### src/hw/rtl/tce_pkg.sv
// shared types and constants of the text console engine
package tce_pkg;

    // field widths of the channels
    localparam int OP_W       = 1;
    localparam int CHAR_W     = 8;
    localparam int RROW_W     = 5;
    localparam int RCOL_W     = 7;
    localparam int CELL_W     = 16;
    localparam int OROW_W     = 5;
    localparam int OCOL_W     = 7;
    localparam int OIDX_W     = 11;
    localparam int COLOR_W    = 4;
    localparam int CFG_IDX_W  = 2;

    // operations
    localparam logic [OP_W-1:0] OP_PUT  = 1'b0;
    localparam logic [OP_W-1:0] OP_READ = 1'b1;

    // register indexes
    localparam logic [CFG_IDX_W-1:0] CFG_FG_IDX = 2'd0;
    localparam logic [CFG_IDX_W-1:0] CFG_BG_IDX = 2'd1;

    // colour reset values
    localparam logic [COLOR_W-1:0] RESET_FG = 4'd7;
    localparam logic [COLOR_W-1:0] RESET_BG = 4'd0;

    // character codes
    localparam logic [CHAR_W-1:0] CH_BS    = 8'h08;
    localparam logic [CHAR_W-1:0] CH_TAB   = 8'h09;
    localparam logic [CHAR_W-1:0] CH_LF    = 8'h0A;
    localparam logic [CHAR_W-1:0] CH_FF    = 8'h0C;
    localparam logic [CHAR_W-1:0] CH_CR    = 8'h0D;
    localparam logic [CHAR_W-1:0] CH_SPACE = 8'h20;

    // sequencer states
    typedef enum logic [2:0] {
        S_INIT,
        S_IDLE,
        S_RDWAIT,
        S_SWEEP,
        S_RESULT
    } tce_state_t;

    // one result item
    typedef struct packed {
        logic [CELL_W-1:0] cell_value;
        logic [OROW_W-1:0] cursor_row;
        logic [OCOL_W-1:0] cursor_col;
        logic [OIDX_W-1:0] cursor_index;
    } out_item_t;

endpackage

### src/hw/rtl/tce_if.sv
// channel interfaces of the text console engine: command, response, register write
interface tce_cmd_if
    import tce_pkg::*;
();
    logic              valid;
    logic              ready;
    logic [OP_W-1:0]   op;
    logic [CHAR_W-1:0] char_code;
    logic [RROW_W-1:0] read_row;
    logic [RCOL_W-1:0] read_col;

    modport source (output valid, op, char_code, read_row, read_col, input ready);
    modport sink   (input valid, op, char_code, read_row, read_col, output ready);
endinterface


### src/hw/rtl/tce_ctrl.sv
// cursor sequencer: item decode, row mapping, blanking sweeps, memory access
module tce_ctrl
    import tce_pkg::*;
#(
    parameter  int ROWS      = 25,
    parameter  int COLS      = 80,
    parameter  int TAB_WIDTH = 8,
    localparam int AW        = $clog2(ROWS * COLS)
) (
    input  logic               clk,
    input  logic               rst_n,
    tce_cmd_if.sink            cmd,
    input  logic [COLOR_W-1:0] fg,
    input  logic [COLOR_W-1:0] bg,
    output logic               res_valid,
    input  logic               res_ready,
    output out_item_t          res,
    output logic               mem_we,
    output logic               mem_re,
    output logic [AW-1:0]      mem_addr,
    output logic [CELL_W-1:0]  mem_wdata,
    input  logic [CELL_W-1:0]  mem_rdata
);

    localparam int ROW_W = $clog2(ROWS);
    localparam int COL_W = $clog2(COLS);
    localparam int PH_W  = $clog2(TAB_WIDTH);
    localparam int TS_W  = $clog2(COLS + TAB_WIDTH + 1);
    // unsigned like the tab limit of the spec, wraps when the tab is wider than a line
    localparam logic [31:0] TAB_LIMIT = 32'(COLS - TAB_WIDTH);

    tce_state_t        state_reg, state_next;
    logic [ROW_W-1:0]  row_reg, row_next;
    logic [COL_W-1:0]  col_reg, col_next;
    logic [PH_W-1:0]   phase_reg, phase_next;
    logic [ROW_W-1:0]  top_reg, top_next;
    logic [ROW_W-1:0]  swp_row_reg, swp_row_next;
    logic [COL_W-1:0]  swp_col_reg, swp_col_next;
    logic [ROW_W-1:0]  swp_end_reg, swp_end_next;
    logic [CELL_W-1:0] cell_reg, cell_next;

    logic              accept;
    logic              rd_in_range;
    logic [ROW_W-1:0]  lrow;
    logic [COL_W-1:0]  lcol;
    logic [ROW_W:0]    prow_sum;
    logic [ROW_W-1:0]  prow;
    logic [ROW_W-1:0]  mrow;
    logic [COL_W-1:0]  mcol;
    logic              at_last_row;
    logic              at_last_col;
    logic [ROW_W-1:0]  top_inc;
    logic [TS_W-1:0]   tab_stop;
    logic [AW-1:0]     idx_full;

    assign accept      = cmd.valid && cmd.ready;
    assign cmd.ready   = (state_reg == S_IDLE);
    assign rd_in_range = (32'(cmd.read_row) < 32'(ROWS)) && (32'(cmd.read_col) < 32'(COLS));
    assign at_last_row = (32'(row_reg) == 32'(ROWS - 1));
    assign at_last_col = (32'(col_reg) == 32'(COLS - 1));
    assign top_inc     = (32'(top_reg) == 32'(ROWS - 1)) ? '0 : top_reg + ROW_W'(1);
    assign tab_stop    = TS_W'(col_reg) + TS_W'(TAB_WIDTH) - TS_W'(phase_reg);

    // logical row to physical row through the scroll offset
    assign lrow     = (cmd.op == OP_READ) ? ROW_W'(cmd.read_row) : row_reg;
    assign lcol     = (cmd.op == OP_READ) ? COL_W'(cmd.read_col) : col_reg;
    assign prow_sum = {1'b0, lrow} + {1'b0, top_reg};
    assign prow     = (32'(prow_sum) >= 32'(ROWS)) ? ROW_W'(32'(prow_sum) - 32'(ROWS))
                                                   : ROW_W'(prow_sum);

    assign mrow     = (state_reg == S_IDLE) ? prow : swp_row_reg;
    assign mcol     = (state_reg == S_IDLE) ? lcol : swp_col_reg;
    assign mem_addr = AW'(mrow) * AW'(COLS) + AW'(mcol);

    assign idx_full = AW'(row_reg) * AW'(COLS) + AW'(col_reg);

    assign res.cell_value   = cell_reg;
    assign res.cursor_row   = OROW_W'(row_reg);
    assign res.cursor_col   = OCOL_W'(col_reg);
    assign res.cursor_index = OIDX_W'(idx_full);

    always_ff @(posedge clk or negedge rst_n)
    begin
        if (!rst_n)
        begin
            state_reg <= S_INIT;
        end
        else
        begin
            state_reg <= state_next;
        end
    end

    always_ff @(posedge clk or negedge rst_n)
    begin
        if (!rst_n)
        begin
            row_reg     <= '0;
            col_reg     <= '0;
            phase_reg   <= '0;
            top_reg     <= '0;
            swp_row_reg <= '0;
            swp_col_reg <= '0;
            swp_end_reg <= ROW_W'(ROWS - 1);
            cell_reg    <= '0;
        end
        else
        begin
            row_reg     <= row_next;
            col_reg     <= col_next;
            phase_reg   <= phase_next;
            top_reg     <= top_next;
            swp_row_reg <= swp_row_next;
            swp_col_reg <= swp_col_next;
            swp_end_reg <= swp_end_next;
            cell_reg    <= cell_next;
        end
    end

    always_comb
    begin
        logic do_nl;

        do_nl        = 1'b0;
        state_next   = state_reg;
        row_next     = row_reg;
        col_next     = col_reg;
        phase_next   = phase_reg;
        top_next     = top_reg;
        swp_row_next = swp_row_reg;
        swp_col_next = swp_col_reg;
        swp_end_next = swp_end_reg;
        cell_next    = cell_reg;
        mem_we       = 1'b0;
        mem_re       = 1'b0;
        mem_wdata    = {bg, fg, CH_SPACE};
        res_valid    = 1'b0;

        unique case (state_reg)
            S_INIT, S_SWEEP:
            begin
                mem_we = 1'b1;
                if (state_reg == S_INIT)
                begin
                    mem_wdata = {RESET_BG, RESET_FG, CH_SPACE};
                end
                if (32'(swp_col_reg) == 32'(COLS - 1))
                begin
                    swp_col_next = '0;
                    if (swp_row_reg == swp_end_reg)
                    begin
                        state_next = (state_reg == S_INIT) ? S_IDLE : S_RESULT;
                    end
                    else
                    begin
                        swp_row_next = swp_row_reg + ROW_W'(1);
                    end
                end
                else
                begin
                    swp_col_next = swp_col_reg + COL_W'(1);
                end
            end

            S_IDLE:
            begin
                if (accept)
                begin
                    cell_next  = '0;
                    state_next = S_RESULT;
                    if (cmd.op == OP_READ)
                    begin
                        if (rd_in_range)
                        begin
                            mem_re     = 1'b1;
                            state_next = S_RDWAIT;
                        end
                    end
                    else
                    begin
                        unique case (cmd.char_code)
                            CH_BS:
                            begin
                                if (col_reg != '0)
                                begin
                                    col_next   = col_reg - COL_W'(1);
                                    phase_next = (phase_reg == '0) ? PH_W'(TAB_WIDTH - 1)
                                                                   : phase_reg - PH_W'(1);
                                end
                            end
                            CH_TAB:
                            begin
                                if ((32'(col_reg) < TAB_LIMIT) && (32'(tab_stop) < 32'(COLS)))
                                begin
                                    col_next   = COL_W'(tab_stop);
                                    phase_next = '0;
                                end
                                else
                                begin
                                    do_nl = 1'b1;
                                end
                            end
                            CH_LF:
                            begin
                                do_nl = 1'b1;
                            end
                            CH_CR:
                            begin
                                col_next   = '0;
                                phase_next = '0;
                            end
                            CH_FF:
                            begin
                                // blank every cell in the current colours, home, unscrolled map
                                row_next     = '0;
                                col_next     = '0;
                                phase_next   = '0;
                                top_next     = '0;
                                swp_row_next = '0;
                                swp_col_next = '0;
                                swp_end_next = ROW_W'(ROWS - 1);
                                state_next   = S_SWEEP;
                            end
                            default:
                            begin
                                mem_we    = 1'b1;
                                mem_wdata = {bg, fg, cmd.char_code};
                                if (at_last_col)
                                begin
                                    do_nl = 1'b1;
                                end
                                else
                                begin
                                    col_next   = col_reg + COL_W'(1);
                                    phase_next = (32'(phase_reg) == 32'(TAB_WIDTH - 1))
                                                 ? '0 : phase_reg + PH_W'(1);
                                end
                            end
                        endcase

                        if (do_nl)
                        begin
                            col_next   = '0;
                            phase_next = '0;
                            if (at_last_row)
                            begin
                                // scroll: old top row becomes the blank bottom row
                                top_next     = top_inc;
                                swp_row_next = top_reg;
                                swp_end_next = top_reg;
                                swp_col_next = '0;
                                state_next   = S_SWEEP;
                            end
                            else
                            begin
                                row_next = row_reg + ROW_W'(1);
                            end
                        end
                    end
                end
            end

            S_RDWAIT:
            begin
                cell_next  = mem_rdata;
                state_next = S_RESULT;
            end

            S_RESULT:
            begin
                res_valid = 1'b1;
                if (res_ready)
                begin
                    state_next = S_IDLE;
                end
            end

            default:
            begin
                state_next = S_INIT;
            end
        endcase
    end

`ifndef SYNTHESIS
    a_cursor_in_range: assert property (@(posedge clk) disable iff (!rst_n)
        (32'(col_reg) < 32'(COLS)) && (32'(row_reg) < 32'(ROWS)) && (32'(top_reg) < 32'(ROWS)))
        else $error("cursor or scroll offset out of range");

    a_write_source: assert property (@(posedge clk) disable iff (!rst_n)
        mem_we |-> (state_reg == S_INIT || state_reg == S_SWEEP ||
                    (accept && cmd.op == OP_PUT)))
        else $error("cell write outside a sweep or a put");

    a_read_latency: assert property (@(posedge clk) disable iff (!rst_n)
        (state_reg == S_RDWAIT) |-> $past(mem_re))
        else $error("read data taken without a read issued");

    a_one_item: assert property (@(posedge clk) disable iff (!rst_n)
        accept |=> !cmd.ready)
        else $error("second item taken while one is at work");
`endif

endmodule

### src/flat_wrapper.sv
// flat-port wrapper written by rule: the top's interface ports become plain ports
module tce_ctrl_flat import tce_pkg::*;
#(
    parameter  int ROWS      = 25,
    parameter  int COLS      = 80,
    parameter  int TAB_WIDTH = 8,
    localparam int AW        = $clog2(ROWS * COLS)
)
  (clk, rst_n, fg, bg, res_valid, res_ready, res, mem_we, mem_re, mem_addr, mem_wdata, mem_rdata, cmd_valid, cmd_op, cmd_char_code, cmd_read_row, cmd_read_col, cmd_ready);
  tce_cmd_if cmd_i ();
  input  logic clk;
  input  logic rst_n;
  input  logic [COLOR_W-1:0] fg;
  input  logic [COLOR_W-1:0] bg;
  output logic res_valid;
  input  logic res_ready;
  output out_item_t res;
  output logic mem_we;
  output logic mem_re;
  output logic [AW-1:0] mem_addr;
  output logic [CELL_W-1:0] mem_wdata;
  input  logic [CELL_W-1:0] mem_rdata;
  input wire logic [$bits(cmd_i.valid)-1:0] cmd_valid;
  input wire logic [$bits(cmd_i.op)-1:0] cmd_op;
  input wire logic [$bits(cmd_i.char_code)-1:0] cmd_char_code;
  input wire logic [$bits(cmd_i.read_row)-1:0] cmd_read_row;
  input wire logic [$bits(cmd_i.read_col)-1:0] cmd_read_col;
  output wire logic [$bits(cmd_i.ready)-1:0] cmd_ready;
  assign cmd_i.valid = cmd_valid;
  assign cmd_i.op = cmd_op;
  assign cmd_i.char_code = cmd_char_code;
  assign cmd_i.read_row = cmd_read_row;
  assign cmd_i.read_col = cmd_read_col;
  assign cmd_ready = cmd_i.ready;
  tce_ctrl #(.ROWS(ROWS), .COLS(COLS), .TAB_WIDTH(TAB_WIDTH)) u_core (.clk(clk), .rst_n(rst_n), .cmd(cmd_i), .fg(fg), .bg(bg), .res_valid(res_valid), .res_ready(res_ready), .res(res), .mem_we(mem_we), .mem_re(mem_re), .mem_addr(mem_addr), .mem_wdata(mem_wdata), .mem_rdata(mem_rdata));
endmodule
### config.mk
export PLATFORM = sky130hd
export DESIGN_NAME = tce_ctrl_flat
export DESIGN_NICKNAME = d
export VERILOG_FILES = /design/src/hw/rtl/tce_pkg.sv /design/src/hw/rtl/tce_if.sv /design/src/hw/rtl/tce_ctrl.sv /design/src/flat_wrapper.sv
export SDC_FILE = /design/constraint.sdc
export NUM_CORES = 1
export LEC_CHECK = 0
export ABC_AREA = 1
export BUFFER_PORTS_ARGS = -buffer_cell sky130_fd_sc_hd__buf_4
export CAP_MARGIN = 20
export CORE_MARGIN = 2
export CORE_UTILIZATION = 55
export DETAILED_ROUTE_END_ITERATION = 8
export PLACE_DENSITY_LB_ADDON = 0.1
export REMOVE_ABC_BUFFERS = 1
export SLEW_MARGIN = 25
export SYNTH_ARGS = -nofsm -noshare
export SYNTH_HDL_FRONTEND = slang
export SYNTH_SLANG_ARGS = --single-unit
export TNS_END_PERCENT = 1
### constraint.sdc
create_clock -name clk -period 4.7 [get_ports clk]
set_input_delay 0 -clock clk [delete_from_list [all_inputs] [get_ports clk]]
set_output_delay 0 -clock clk [all_outputs]
set_load 0.02 [all_outputs]
## Word level (Yosys, flattened, before mapping)

Index checks and enable logic that the tools add are counted.

- Word-level logic and storage cells: 149
- Input port bits: 49
- Register bits after elaboration: 56

- Bitwise logic cells: 1
- Equality and inequality tests: 25
- Mux-type cells: 75
- Order comparisons: 5
- Add/sub/neg operators: 14
- Reductions and logical operators: 18
- $mul: 2

Operators by type and width:

| kind | number |
|---|---|
| 5-bit 2-to-1 mux | 20 |
| 7-bit 2-to-1 mux | 12 |
| 16-bit one-hot mux with 2 select lines | 2 |
| 3-bit 2-to-1 mux | 16 |
| 8-bit by 4-bit == test with 1-bit output (second input constant) | 5 |
| 16-bit 2-to-1 mux | 2 |
| 7-bit one-hot mux with 4 select lines | 1 |
| 8-bit 2-to-1 mux | 3 |
| 3-bit one-hot mux with 4 select lines | 2 |
| 11-bit by 7-bit adder with 11-bit output | 2 |
| 7-bit < comparator (second input constant) | 3 |
| 5-bit by 1-bit adder with 5-bit output (second input constant) | 3 |
| 7-bit by 1-bit adder with 7-bit output (second input constant) | 2 |
| 7-bit == test (second input constant) | 2 |
| 5-bit by 3-bit multiplier with 7-bit output (second input constant) | 2 |
| 7-bit one-hot mux with 2 select lines | 1 |
| 1-bit 2-to-1 mux | 13 |
| 5-bit == test (second input constant) | 2 |
| 5-bit one-hot mux with 2 select lines | 1 |
| 2-bit != test (second input constant) | 4 |
| 7-bit by 4-bit adder with 7-bit output (second input constant) | 1 |
| 7-bit AND reduction | 1 |
| 7-bit nonzero test | 1 |
| 7-bit by 1-bit subtractor with 7-bit output (second input constant) | 1 |
| 27 further kinds | 38 |

## Longest topological paths before layout

- Depth after elaboration: 13
- Depth in mapped cells: 23
- Mapped depth without buffers: 22

## Least setup slack after synthesis

No wires, ideal clock.

- Path type: register to output
- Start: register u_core.row_reg[1]
- End: output port mem_addr[10]
- Arrival time: 4160 ps
- Path slack: 540 ps
- Stages on the path, launching flop included: 20
- Path through: dfrtp_1 -> inv_1 -> o21ai_0 -> fa_1 -> inv_1 -> ha_1 -> nand2_1 -> o211ai_1 -> nand2_1 -> nand2_1 -> xor2_1 -> o21ai_0 -> ha_1 -> ha_1 -> fa_1 -> nand2_1 -> nor3_1 -> xnor2_1 -> nand3b_1 -> nand2_1

- Word-level cells in the longest chain between the ends: 7
- Elaborated cells between the ends (all ways): 8
- Classes of those cells: 3 x add/sub; 1 x mul; 1 x order compare; 3 x mux

Ends and longest elaborated chain:

| what | RTL line | RTL |
|---|---|---|
| from (decl) | tce_ctrl.sv:33 | `logic [ROW_W-1:0] row_reg, row_next;` |
| from (signal assigned) | tce_ctrl.sv:109 | `row_reg <= row_next;` |
| 5-bit 2-to-1 mux * | tce_ctrl.sv:65 | `assign lrow = (cmd.op == OP_READ) ? ROW_W'(cmd.read_row) : row_reg;` |
| 5-bit by 5-bit adder with 6-bit output * | tce_ctrl.sv:67 | `assign prow_sum = {1'b0, lrow} + {1'b0, top_reg};` |
| 5-bit subtractor / 6-bit by 5-bit greater-or-equal comparator with 1-bit output (equally long branches) | tce_ctrl.sv:68 | `assign prow = (32'(prow_sum) >= 32'(ROWS)) ? ROW_W'(32'(prow_sum) - 32'(ROWS))` |
| 5-bit 2-to-1 mux * | tce_ctrl.sv:68 |  |
| 5-bit 2-to-1 mux * | tce_ctrl.sv:71 | `assign mrow = (state_reg == S_IDLE) ? prow : swp_row_reg;` |
| 5-bit by 3-bit multiplier with 7-bit output * | tce_ctrl.sv:73 | `assign mem_addr = AW'(mrow) * AW'(COLS) + AW'(mcol);` |
| 11-bit by 7-bit adder with 11-bit output * | tce_ctrl.sv:73 |  |
| to (decl) | flat_wrapper.sv:20 | `output logic [AW-1:0] mem_addr;` |

Mark *: on every way between the ends. The rest lies on a longest branch, timed or not.

## Worst setup path after layout

- Start: register u_core.row_reg[0]
- End: output port mem_addr[10]

The elaborated chain is that of the path after synthesis.

==> impl_metrics.env <==
export IMPL_outcome="finished, final reports clean"
export IMPL_r2r_cells=17
export IMPL_hp_start="cmd_op"
export IMPL_cts_clk_slew_worst_paths_ns=0.11
export IMPL_largest_register_ffs=16
export IMPL_syn_instance_count=699
export IMPL_fmax_ghz=0.221
export IMPL_die_w_um=99.9
export IMPL_async_reset_ff_frac=1.00
export IMPL_power_switching_uw=257
export IMPL_r2r_end="u_core.col_reg[1]$_DFFE_PN0P_"
export IMPL_gp_congestion=0.891
export IMPL_htreeDepth=2
export IMPL_fp_dieArea_sq_mm=0.00998
export IMPL_p_clk_frac=0.303
export IMPL_first_pass_iters=5
export IMPL_ys_warn_count=0
export IMPL_clock_skew_final_ns=0.00584
export IMPL_relSlewSlack=0.503
export IMPL_diodes=0
export IMPL_power_frac_seq=0.533
export IMPL_wl_met3_um=869
export IMPL_postSynthAreaPerCell_sq_um=7.23
export IMPL_cp_end_kind="output pin"
export IMPL_p_per_area_mw_per_mm2=144
export IMPL_setup_viol=0
export IMPL_grt_pass1_vias=5065
export IMPL_ios=119
export IMPL_p_sw_frac=0.278
export IMPL_hpwl_mm=10.6
export IMPL_hold_path_class="in2reg"
export IMPL_rrSetupSlack_ns=1.48
export IMPL_final_net_count=945
export IMPL_routed_wl_mm=14.0
export IMPL_wl_per_cell_um=14.8
export IMPL_fp_row_count=34
export IMPL_grt_total_usage=0.285
export IMPL_grt_max_degree=57
export IMPL_avgViaCountPerCell=5.38
export IMPL_vias=5087
export IMPL_syn_area_sq_mm=0.00506
export IMPL_final_hold_violation_count=0
export IMPL_rr_startpoint="u_core.col_reg[1]$_DFFE_PN0P_"
export IMPL_min_period_ns=4.52
export IMPL_hold_worst_slack_ns=0.158
export IMPL_cts_buffer_depth=2
export IMPL_core_sq_mm=0.00881
export IMPL_fin_crit_sh=0.962
export IMPL_cts_sinks=56
export IMPL_hold_end="u_core.top_reg[2]$_DFFE_PN0P_"
export IMPL_drtAntennaViolNets=0
export IMPL_crit_arrival_ns=4.52
export IMPL_route_detailed_drc=0
export IMPL_cts_made_buffers=5
export IMPL_drt_iter0_drc=245
export IMPL_p_comb_frac=0.165
export IMPL_slew_viol_final=0
export IMPL_finish_utilization=0.728
export IMPL_cp_max_fo=6
export IMPL_wl_met2_mm=6.88
export IMPL_area_delta_synth_final_pct=26.8
export IMPL_cp_required_ns=4.70
export IMPL_cts_tree="yes"
export IMPL_drive_gt1_frac=0.228
export IMPL_cp_startpoint="u_core.row_reg[0]$_DFFE_PN0P_"
export IMPL_overflow=0
export IMPL_portBuffers=118
export IMPL_tightest_slew_ns=0.736
export IMPL_synth_edf_count=0
export IMPL_p_int_uw=668
export IMPL_p_leak_uw=0.00345
export IMPL_hold_depth=4
export IMPL_drv_cap=0
export IMPL_start_kind="flip-flop"
export IMPL_antenna_found_initial=0
export IMPL_start_util=0.574
export IMPL_ys_types=43
export IMPL_seq_area_frac_synth=0.278
export IMPL_crit_type="reg2out"
export IMPL_clock_latency_ns=0.32
export IMPL_synthFlopType="dfrtp_1"
export IMPL_ir_drop_uv=148
export IMPL_grt_pass1_wl_mm=23.3
export IMPL_die_y_um=99.9
export IMPL_cts_root_buf="clkbuf_8"
export IMPL_synth_seq_cells=56
export IMPL_highest_layer="met4"
export IMPL_met1_length_mm=6.02
-- what timing repair did --
action | CTS | global route
resized for setup | 5 | 14
pin swaps | 2 | 10
setup endpoints to repair | 2 | 2
endpoints found under the hold margin | 72 | 0
hold buffers | 19 | 0
buffers inserted | 2 | 5
-- final cells by class --
class / instances / area, sq um
repair buffers: 146 / 1140
fillers: 683 / 2390
clock buffers: 5 / 68.8
well taps: 108 / 135
multi-input cells: 518 / 3220
inverters: 110 / 413
clock inverters: 3 / 23.8
flip-flops and latches: 56 / 1410
-- how the worst max path moves through the flow --
| stage | depth (start not counted) | slack (ns) | end |
|---|---|---|---|
| 3_5_place_dp | 21 | 0.08 | mem_addr[10] |
| 5_1_grt | 20 | -0.11 | mem_addr[10] |
| 3_3_place_gp | 21 | 0.35 | mem_addr[10] |
| 2_1_floorplan | 19 | 0.54 | mem_addr[10] |
| 4_1_cts | 21 | 0.03 | mem_addr[10] |
| 6_report | 21 | 0.18 | mem_addr[10] |
-- cells in the final DEF, fill, tap and decap left out, types with 3 or more instances in the layout --
cell type,n
o21ai_0,64
nand2_1,143
xor2_1,22
fa_1,6
or2_2,6
o22ai_1,8
nor2_1,46
nor2_2,3
buf_4,127
clkbuf_8,5
dfrtp_1,53
inv_2,13
xnor2_1,12
nor2_4,3
a21oi_1,17
nand3_1,69
nor3_1,8
o21ai_1,11
nand3_2,3
dlygate4sd3_1,19
inv_1,97
ha_1,49
o211ai_1,8
nand4_1,4
nand2_2,8
-- per-layer routing --
metal	up-vias	global-route usage
li1	2548	-
met1	2354	0.378
met2	164	0.493
met3	21	0.0501
met4	0	0.0601
met5	-	0
-- per-stage QoR --
step | std cells | TNS [ns] | instance area (sq um) | total power [uW] | setup slack (ns)
after global routing | 946 | -0.112 | 6410 | 968 | -0.112
after CTS | 941 | 0 | 6320 | 919 | 0.0305
after detailed placement | 912 | 0 | 6010 | 630 | 0.0813
after floorplan | 684 | 0 | 4980 | 562 | 0.539
after global placement | 912 | 0 | 6010 | 627 | 0.346
final | 946 | 0 | 6410 | 925 | 0.177
-- logic make-up (layout without fill, tap and decap cells) --
| group | count (synthesis) | after routing | share of synthesized area |
|---|---|---|---|
| AND/OR/NAND/NOR | 299 | 299 | 0.268 |
| XOR/XNOR | 36 | 36 | 0.0624 |
| flip-flops | 56 | 56 | 0.278 |
| adder cells (fa/ha/maj) | 59 | 59 | 0.156 |
| multiplexers | 1 | 1 | 0.00198 |
| buffers and inverters | 125 | 264 | 0.0975 |
| AO/OA/AOI/OAI | 123 | 123 | 0.136 |
-- synthesized netlist by cell type, types with 9 or more instances --
cell type / number / area (sq um)
nand2_1: 144 / 541
inv_1: 99 / 372
nand3_1: 70 / 350
o21ai_0: 67 / 335
dfrtp_1: 54 / 1350
ha_1: 52 / 651
nor2_1: 46 / 173
xor2_1: 23 / 201
a21oi_1: 18 / 90.1
xnor2_1: 13 / 114
inv_2: 11 / 41.3
o21ai_1: 10 / 50.1
nor3_1: 9 / 45.0
-- power by group through the flow --
stage | registers [uW] | clock network (uW) | logic, uW
floorplan | 511 | 0 | 51.5
global placement | 502 | 0 | 125
detailed placement | 502 | 0 | 128
CTS | 493 | 282 | 144
global route | 494 | 307 | 168
finish | 493 | 280 | 152
-- critical path: stages (launching register included) --
cell and delay (ns):
dfrtp_1 0.41, inv_2 0.09, o21ai_2 0.06, ha_2 0.19
fa_1 0.53, inv_2 0.10, ha_2 0.18, nand2_1 0.06
o211ai_1 0.24, nand2_2 0.13, nand2_1 0.10, xor2_1 0.19
o21ai_2 0.09, ha_1 0.34, ha_4 0.18, fa_2 0.58
nand2_1 0.09, nor3_2 0.14, xnor2_1 0.15, nand3b_1 0.13
nand2_1 0.05, buf_4 0.15
(Power assumes the default switching activity.)
